`config.mk`:
```
export PLATFORM = sky130hd
export DESIGN_NAME = latin_square_checker_top_flat
export DESIGN_NICKNAME = d
export VERILOG_FILES = /design/src/rtl/core/lsc_pkg.sv /design/src/rtl/core/lsc_if.sv /design/src/rtl/core/latin_square_checker_top.sv /design/src/flat_wrapper.sv
export SDC_FILE = /design/constraint.sdc
export NUM_CORES = 2
export LEC_CHECK = 0
export ABC_CLOCK_PERIOD_IN_PS = 11600
export BUFFER_PORTS_ARGS = -buffer_cell sky130_fd_sc_hd__buf_2
export CAP_MARGIN = 20
export CORE_MARGIN = 2
export CORE_UTILIZATION = 50
export DETAILED_ROUTE_END_ITERATION = 6
export GPL_TIMING_DRIVEN = 1
export PLACE_DENSITY = 0.75
export RECOVER_POWER = 100
export SLEW_MARGIN = 20
export SYNTH_ARGS = -nofsm -noshare
export SYNTH_HDL_FRONTEND = slang
export SYNTH_SLANG_ARGS = --single-unit
export TNS_END_PERCENT = 50
```
`constraint.sdc`:
```
create_clock -name clk -period 11.6 [get_ports clk]
set_input_delay 1.74 -clock clk [delete_from_list [all_inputs] [get_ports clk]]
set_output_delay 1.74 -clock clk [all_outputs]
set_load 0.01 [all_outputs]
```
`src/rtl/core/lsc_pkg.sv`:
```
`timescale 1ns / 1ps

package lsc_pkg;

  localparam int CELL_W    = 7;
  localparam int SIZE_W    = 7;
  localparam int TRACE_W   = 13;
  localparam int COUNT_W   = 7;
  localparam int BITMAP_W  = 64;
  localparam int BIT_IDX_W = 6;

  localparam logic [SIZE_W-1:0] SIZE_RESET = SIZE_W'(4);

  typedef logic [CELL_W-1:0]   cell_t;
  typedef logic [SIZE_W-1:0]   size_t;
  typedef logic [TRACE_W-1:0]  trace_t;
  typedef logic [COUNT_W-1:0]  count_t;
  typedef logic [BITMAP_W-1:0] bitmap_t;

  // per-cell position flags carried from the input register into the update stage
  typedef struct packed {
    logic first_row;
    logic first_col;
    logic on_diag;
    logic last_row;
    logic end_row;
    logic end_mat;
  } cell_ctl_t;

endpackage

```
`src/rtl/core/lsc_if.sv`:
```
`timescale 1ns / 1ps

interface lsc_in_if;
  import lsc_pkg::*;
  logic  valid;
  logic  ready;
  cell_t cell_value;
  modport source (output valid, output cell_value, input ready);
  modport sink (input valid, input cell_value, output ready);
endinterface

interface lsc_out_if;
  import lsc_pkg::*;
  logic   valid;
  logic   ready;
  trace_t trace_sum;
  count_t bad_row_count;
  count_t bad_column_count;
  modport source (output valid, output trace_sum, output bad_row_count,
                  output bad_column_count, input ready);
  modport sink (input valid, input trace_sum, input bad_row_count,
                input bad_column_count, output ready);
endinterface

interface lsc_cfg_if;
  import lsc_pkg::*;
  logic  valid;
  logic  ready;
  size_t matrix_size;
  modport source (output valid, output matrix_size, input ready);
  modport sink (input valid, input matrix_size, output ready);
endinterface

```
`src/rtl/core/latin_square_checker_top.sv`:
```
`timescale 1ns / 1ps

// Latin-square checker. Cells of a square matrix arrive on in_ch in row-major
// order, one cell per transfer; the side length is the matrix_size register,
// written through cfg_ch (always ready, reset value 4).
// After the last cell of a matrix one result transfer on out_ch carries the
// diagonal sum and the counts of rows and columns holding a repeated value;
// the next matrix then starts from zero.
// Throughput: one cell per cycle; the last cell runs through the cell register
// and update stage to the result register. The cell register reads the column
// bitmap memory (one read, one write per cycle, write data forwarded to the
// read); the update stage does the bitmap test and counters and writes it back.
// Reset clears the positions, counters and result valid; column bitmaps need
// no clearing since the first row of a matrix overwrites them.
// While out_ch stalls with a result waiting, cells that finish no matrix keep
// flowing; only the last cell of the next matrix waits, holding in_ch ready low.

module latin_square_checker_top #(
  parameter int MAX_SIZE = 64
) (
  input  logic       clk,
  input  logic       rst_n,
  lsc_in_if.sink     in_ch,
  lsc_out_if.source  out_ch,
  lsc_cfg_if.sink    cfg_ch
);
  import lsc_pkg::*;

  localparam int PW  = (MAX_SIZE > 1) ? $clog2(MAX_SIZE) : 1;
  localparam int SZW = (PW + 1 > SIZE_W) ? PW + 1 : SIZE_W;

  size_t              matrix_size_r;
  logic [PW-1:0]      col_pos_r, col_pos_nxt;
  logic [PW-1:0]      row_pos_r, row_pos_nxt;
  logic [SZW-1:0]     eff_size;
  logic [SZW-1:0]     size_raw;
  cell_ctl_t          ctl_nxt;
  logic               in_xfer;

  logic               s1_valid_r;
  cell_ctl_t          s1_ctl_r;
  cell_t              s1_cell_r;
  logic [PW-1:0]      s1_col_r;
  bitmap_t            col_rd_r;
  logic               s1_adv;

  bitmap_t            col_mem [MAX_SIZE];
  logic [MAX_SIZE-1:0] col_rep_r;

  bitmap_t            row_seen_r;
  logic               row_rep_r;
  trace_t             trace_r, trace_nxt;
  count_t             rows_bad_r, rows_bad_nxt;
  count_t             cols_bad_r, cols_bad_nxt;

  logic [BIT_IDX_W-1:0] bit_idx;
  bitmap_t            bit_vec, rs, cs, col_wdata;
  logic               rrep, crep;

  logic               out_valid_r;
  trace_t             out_trace_r;
  count_t             out_rows_r, out_cols_r;

  // configuration
  assign cfg_ch.ready = 1'b1;

  always_ff @(posedge clk) begin
    if (!rst_n) begin
      matrix_size_r <= SIZE_RESET;
    end else if (cfg_ch.valid) begin
      matrix_size_r <= cfg_ch.matrix_size;
    end
  end

  // position tracking at the input
  always_comb begin
    size_raw = SZW'(matrix_size_r);
    if (size_raw == '0) begin
      eff_size = SZW'(1);
    end else if (size_raw > SZW'(MAX_SIZE)) begin
      eff_size = SZW'(MAX_SIZE);
    end else begin
      eff_size = size_raw;
    end
    ctl_nxt.first_row = (row_pos_r == '0);
    ctl_nxt.first_col = (col_pos_r == '0);
    ctl_nxt.on_diag   = (row_pos_r == col_pos_r);
    ctl_nxt.last_row  = (SZW'(row_pos_r) + SZW'(1) >= eff_size);
    ctl_nxt.end_row   = (SZW'(col_pos_r) + SZW'(1) >= eff_size);
    ctl_nxt.end_mat   = ctl_nxt.end_row && ctl_nxt.last_row;
    col_pos_nxt = ctl_nxt.end_row ? '0 : col_pos_r + PW'(1);
    if (ctl_nxt.end_mat) begin
      row_pos_nxt = '0;
    end else if (ctl_nxt.end_row) begin
      row_pos_nxt = row_pos_r + PW'(1);
    end else begin
      row_pos_nxt = row_pos_r;
    end
  end

  assign s1_adv      = s1_valid_r && (!s1_ctl_r.end_mat || !out_valid_r || out_ch.ready);
  assign in_ch.ready = !s1_valid_r || s1_adv;
  assign in_xfer     = in_ch.valid && in_ch.ready;

  always_ff @(posedge clk) begin
    if (!rst_n) begin
      col_pos_r  <= '0;
      row_pos_r  <= '0;
      s1_valid_r <= 1'b0;
    end else begin
      if (in_xfer) begin
        col_pos_r <= col_pos_nxt;
        row_pos_r <= row_pos_nxt;
      end
      if (in_xfer) begin
        s1_valid_r <= 1'b1;
      end else if (s1_adv) begin
        s1_valid_r <= 1'b0;
      end
    end
  end

  always_ff @(posedge clk) begin
    if (in_xfer) begin
      s1_ctl_r  <= ctl_nxt;
      s1_cell_r <= in_ch.cell_value;
      s1_col_r  <= col_pos_r;
      if (s1_adv && (s1_col_r == col_pos_r)) begin
        col_rd_r <= col_wdata;
      end else begin
        col_rd_r <= col_mem[col_pos_r];
      end
    end
  end

  // bitmap test and counter update
  always_comb begin
    bit_idx      = s1_cell_r[BIT_IDX_W-1:0] - BIT_IDX_W'(1);
    bit_vec      = BITMAP_W'(1) << bit_idx;
    rs           = s1_ctl_r.first_col ? '0 : row_seen_r;
    rrep         = (!s1_ctl_r.first_col && row_rep_r) || ((rs & bit_vec) != '0);
    cs           = s1_ctl_r.first_row ? '0 : col_rd_r;
    crep         = (!s1_ctl_r.first_row && col_rep_r[s1_col_r]) || ((cs & bit_vec) != '0);
    col_wdata    = cs | bit_vec;
    trace_nxt    = trace_r + (s1_ctl_r.on_diag ? TRACE_W'(s1_cell_r) : '0);
    rows_bad_nxt = rows_bad_r + COUNT_W'(s1_ctl_r.end_row && rrep);
    cols_bad_nxt = cols_bad_r + COUNT_W'(s1_ctl_r.last_row && crep);
  end

  always_ff @(posedge clk) begin
    if (s1_adv) begin
      col_mem[s1_col_r] <= col_wdata;
    end
  end

  always_ff @(posedge clk) begin
    if (!rst_n) begin
      col_rep_r  <= '0;
      row_seen_r <= '0;
      row_rep_r  <= 1'b0;
      trace_r    <= '0;
      rows_bad_r <= '0;
      cols_bad_r <= '0;
    end else if (s1_adv) begin
      col_rep_r[s1_col_r] <= crep;
      if (s1_ctl_r.end_mat) begin
        row_seen_r <= '0;
        row_rep_r  <= 1'b0;
        trace_r    <= '0;
        rows_bad_r <= '0;
        cols_bad_r <= '0;
      end else begin
        row_seen_r <= rs | bit_vec;
        row_rep_r  <= rrep;
        trace_r    <= trace_nxt;
        rows_bad_r <= rows_bad_nxt;
        cols_bad_r <= cols_bad_nxt;
      end
    end
  end

  // result register
  always_ff @(posedge clk) begin
    if (!rst_n) begin
      out_valid_r <= 1'b0;
    end else if (s1_adv && s1_ctl_r.end_mat) begin
      out_valid_r <= 1'b1;
    end else if (out_ch.ready) begin
      out_valid_r <= 1'b0;
    end
  end

  always_ff @(posedge clk) begin
    if (s1_adv && s1_ctl_r.end_mat) begin
      out_trace_r <= trace_nxt;
      out_rows_r  <= rows_bad_nxt;
      out_cols_r  <= cols_bad_nxt;
    end
  end

  assign out_ch.valid            = out_valid_r;
  assign out_ch.trace_sum        = out_trace_r;
  assign out_ch.bad_row_count    = out_rows_r;
  assign out_ch.bad_column_count = out_cols_r;

endmodule

```
`src/flat_wrapper.sv`:
```
// flat-port wrapper written by rule: the top's interface ports become plain ports
module latin_square_checker_top_flat import lsc_pkg::*;
#(
  parameter int MAX_SIZE = 64
)
  (clk, rst_n, in_ch_valid, in_ch_cell_value, in_ch_ready, out_ch_valid, out_ch_trace_sum, out_ch_bad_row_count, out_ch_bad_column_count, out_ch_ready, cfg_ch_valid, cfg_ch_matrix_size, cfg_ch_ready);
  lsc_in_if in_ch_i ();
  lsc_out_if out_ch_i ();
  lsc_cfg_if cfg_ch_i ();
  input  logic clk;
  input  logic rst_n;
  input wire logic [$bits(in_ch_i.valid)-1:0] in_ch_valid;
  input wire logic [$bits(in_ch_i.cell_value)-1:0] in_ch_cell_value;
  output wire logic [$bits(in_ch_i.ready)-1:0] in_ch_ready;
  output wire logic [$bits(out_ch_i.valid)-1:0] out_ch_valid;
  output wire logic [$bits(out_ch_i.trace_sum)-1:0] out_ch_trace_sum;
  output wire logic [$bits(out_ch_i.bad_row_count)-1:0] out_ch_bad_row_count;
  output wire logic [$bits(out_ch_i.bad_column_count)-1:0] out_ch_bad_column_count;
  input wire logic [$bits(out_ch_i.ready)-1:0] out_ch_ready;
  input wire logic [$bits(cfg_ch_i.valid)-1:0] cfg_ch_valid;
  input wire logic [$bits(cfg_ch_i.matrix_size)-1:0] cfg_ch_matrix_size;
  output wire logic [$bits(cfg_ch_i.ready)-1:0] cfg_ch_ready;
  assign in_ch_i.valid = in_ch_valid;
  assign in_ch_i.cell_value = in_ch_cell_value;
  assign in_ch_ready = in_ch_i.ready;
  assign out_ch_valid = out_ch_i.valid;
  assign out_ch_trace_sum = out_ch_i.trace_sum;
  assign out_ch_bad_row_count = out_ch_i.bad_row_count;
  assign out_ch_bad_column_count = out_ch_i.bad_column_count;
  assign out_ch_i.ready = out_ch_ready;
  assign cfg_ch_i.valid = cfg_ch_valid;
  assign cfg_ch_i.matrix_size = cfg_ch_matrix_size;
  assign cfg_ch_ready = cfg_ch_i.ready;
  latin_square_checker_top #(.MAX_SIZE(MAX_SIZE)) u_core (.clk(clk), .rst_n(rst_n), .in_ch(in_ch_i), .out_ch(out_ch_i), .cfg_ch(cfg_ch_i));
endmodule
```
==> results by group <==
Run status
  • Status: finished, violations left
  • Failing checks: design-rule violations, max-capacitance violations, max-slew violations

Critical path
  • Arrival @ worst endpoint: roughly 9.2 ns
  • CP dominant cell by count: clkbuf_1
  • Max Fanout on Critical Path: 31
  • R2r worst-path depth: 5
  • Reg2reg start: u_core.s1_valid_r$_SDFFE_PN0P_
  • Reg-to-Reg End: u_core.col_mem[20][9]$_DFFE_PP_
  • Critical path launch point type: input port
  • Kind of critical path: in -> reg
  • Crit path capture type: flip-flop
  • Critical Path, Cell by Cell: buf_2, nand3b_1, and2_0, nand3_1, nor2_1, clkbuf_1, clkbuf_1
  • Crit path from: out_ch_ready
  • R2R setup slack: 2.90 ns
  • CP required: 12.07 ns
  • CP max stage cell: clkbuf_1
  • Crit-path max cell delay: about 2.2 ns

STA
  • Worst setup margin: 2.83 ns
  • Final setup TNS: 0 ns
  • Clk_skew: between 0.09 and 0.1 ns
  • Max Clk Rate: 114 MHz
  • Unrepaired setup endpoints after global routing: no
  • Slew HR: -274%
  • Final Hold Viols: 0
  • Max-slew violations: 9074
  • Fin crit period: 8.77 ns
  • Final setup viols: 0
  • Crit share post-route: 75.6%
  • Slew @ Worst Pin: 5.61 ns

Floorplan
  • Die area: 0.344 mm^2
  • FP Rows: 213
  • Chip Width: a little under 600 um
  • Die Y: 586 um
  • Initial core utilization: approximately 50%
  • Core area: 0.337 mm^2
  • Io pins: 49

Hold path
  • Hold Path Cell Cnt: 2
  • Hold EP: u_core.rows_bad_r[0]$_SDFFE_PN0P_
  • Hold_sp: u_core.rows_bad_r[0]$_SDFFE_PN0P_
  • Worst hold-check path type: reg -> reg

Synth
  • Post-Syn Instances: roughly 7300
  • Synth warn: 0
  • Async set or reset register ratio after synthesis: 0%
  • Synth top area share: roughly 74%
  • Synth area leaders: edfxtp_1, mux4_2, dfxtp_1, clkbuf_1, mux2_2
  • Yosys top cell by area: edfxtp_1
  • Synth Flop Type: edfxtp_1
  • Post-synth top cells: edfxtp_1, mux4_2, clkbuf_1
  • Yosys cell types: 78
  • Avg Cell Area, Syn: between 20 and 25 um^2
  • Mapped cell area: 0.170 mm^2
  • Syn nets: 7326
  • Post-synth EDFFs: 4206
  • Most frequent cell after synthesis: edfxtp_1
  • Flops & latches, synth: 4383
  • Seq/Total Area, Yosys: 76.5%

Pwr
  • Power density over the cells: 176 mW/mm^2
  • Logic pwr share: 6.4%
  • Clock power share: around 41%
  • P_int: 0.0261 W
  • Leakage: 57.6 nW
  • Net Sw Frac: 21.8%
  • Worst VDD drop: 0.135 mV
  • Flop pwr share: between 50% and 60%
  • Sw Pwr: between 0.007 and 0.008 W

Layout
  • Fin area: 0.189 mm^2
  • Share of cells above drive strength 1: 27.5%
  • Finished Layout Cells: approximately 12000
  • P&R area growth vs syn: 11.4%
  • FILL cells: 23600
  • Final nets: approximately 7600

Placed design
  • Inst Count DP: between 10000 and 15000
  • Gp weighted congestion: between 0.9 and 1
  • Pre-CTS setup slack: 5.63 ns
  • Area after DPL: 0.177 mm^2
  • Hpwl dp: around 240000 um
  • Number of I/O port buffers: 47

Global routing
  • Grt total ovfl: 0
  • GRT Util Overall: 26.9%
  • Largest net degree at the start of global routing: around 170
  • Initial antenna violation count: 18
  • First-pass GRT wire length: 650000 um
  • Number of global-route vias before repair: 84400

Clocking
  • Clk slew on worst S/H paths: 0.06 ns
  • CTS Hold Buffers Added: 0
  • Resize count post-CTS: 0
  • Post-CTS setup buffers: 0
  • CTS tree: built
  • Clock Tree Buf Depth: 4
  • Clock Sinks: 4383
  • H-tree depth: 5
  • TritonCTS Buffers: 415
  • Clock latency on the worst-skew pair: 1.02 ns
  • CTS Root Cell: clkbuf_16

Drt
  • First-pass iteration count of the detailed router: 7
  • Via count: 83700
  • Via density: around 6.7
  • Residual DRC: 1
  • DR iter-0 viols: 13100
  • DR WL/cell: 37.2 um
  • Antenna viol nets, final: 0
  • Detailed Route WL: 462000 um

Flow run
  • Maximum capacitance violations: about 230
==> power by group through the flow <==
stage / Clock (W) / Sequential (W) / Combinational, W
after floorplan: 0 / 0.0177 / 0.00156
after global placement: 0 / 0.0178 / 0.00209
after detailed placement: 0 / 0.0178 / 0.00213
after CTS: 0.0138 / 0.0175 / 0.00217
after global routing: 0.0143 / 0.0175 / 0.00225
final: 0.0137 / 0.0175 / 0.00215
==> cells by family after synthesis <==
family                   Yosys count  synth area share [%]
buffers and inverters            454                  1.11
other                              1               0.00221
adder cells (fa/ha/maj)           32                 0.240
flip-flops                      4383                  76.5
XOR/XNOR                          46                 0.237
multiplexers                    1451                  18.6
AND/OR/NAND/NOR                  542                  1.59
AO/OA/AOI/OAI                    366                  1.69
==> through the flow <==
step	utilization (%)	hold slack, ns	total power [W]
2_1_floorplan	-	0.406	0.0193
6_report	56.1	0.481	0.0333
3_3_place_gp	52.3	0.456	0.0199
5_1_grt	56.1	0.513	0.0341
3_5_place_dp	52.4	0.471	0.0199
4_1_cts	56.4	0.479	0.0334
==> metal layers <==
layer,GRT usage [%],part of all wire (%),vias to the layer above
met5,0,0.024,-
met4,11.2,4.9,14
met3,6.63,12,1093
met2,42.7,48,6382
met1,35.8,35,44500
li1,-,-,31700
==> how the worst max path moves through the flow <==
stage	cells past startpoint	end	slack [ns]
after floorplan	7	u_core.col_rep_r[7]$_SDFFE_PN0P_	5.79
after global placement	7	u_core.col_mem[37][10]$_DFFE_PP_	5.73
after detailed placement	7	u_core.col_mem[44][23]$_DFFE_PP_	5.63
after CTS	20	u_core.cols_bad_r[6]$_SDFFE_PN0P_	5.95
after global routing	7	u_core.col_mem[20][9]$_DFFE_PP_	2.81
final	7	u_core.col_mem[20][9]$_DFFE_PP_	2.83
==> placed cells by master (no fill, tap or decap), types with 17 or more instances in the layout <==
cell type  Yosys  final
nand2_1      116    116
nor2_4         0     18
xor2_1        17     17
mux4_2      1354   1354
buf_4          3     46
nor2_1       169    150
a21boi_0      19     19
xnor2_1       29     29
inv_1         22     22
mux2i_1       19     19
a22o_1        63     48
clkinv_2       0     90
edfxtp_1    4206   4206
a22oi_1       90     90
o21ai_0       31     32
and3_1        18     18
bufinv_16      0     42
clkbuf_16      0    421
mux2_2        78     70
a31o_1        50     50
nand3_1       49     49
nor2b_1       93     92
dfxtp_1      177    175
clkbuf_1     278    297
ha_1          31     31
clkinv_1       3     86
==> area by class of cell <==
class                           instances  area (um^2)  share of cell area (%)
Tap cell                             4515         5650                    2.99
Clock buffer                          497        10900                    5.77
Sequential cell                      4383       130000                    68.7
Inverter                               25         95.1                  0.0503
Timing Repair Buffer                  299         1540                   0.812
Antenna cell                            7         17.5                 0.00927
Multi-Input combinational cell       2438        38200                    20.2
Clock inverter                        263         2770                    1.46
==> critical path: cells and delay by family <==
family | cells | cell delay [ns]
simple gates | 4 | 3.38
buf+inv | 3 | 3.96
==> sequential cells by signal, summed over array words and instances, names as in the netlist, 6 cells and up <==
register,flops
u_core.col_mem,4096
u_core.col_rd_r,64
u_core.col_rep_r,64
u_core.row_seen_r,64
u_core.out_ch.trace_sum,13
u_core.trace_r,13
u_core.cols_bad_r,7
u_core.matrix_size_r,7
u_core.out_ch.bad_column_count,7
u_core.out_ch.bad_row_count,7
u_core.rows_bad_r,7
u_core.s1_cell_r,7
u_core.col_pos_r,6
u_core.row_pos_r,6
u_core.s1_col_r,6
u_core.s1_ctl_r,6
Power figures use the tool's default switching activity.
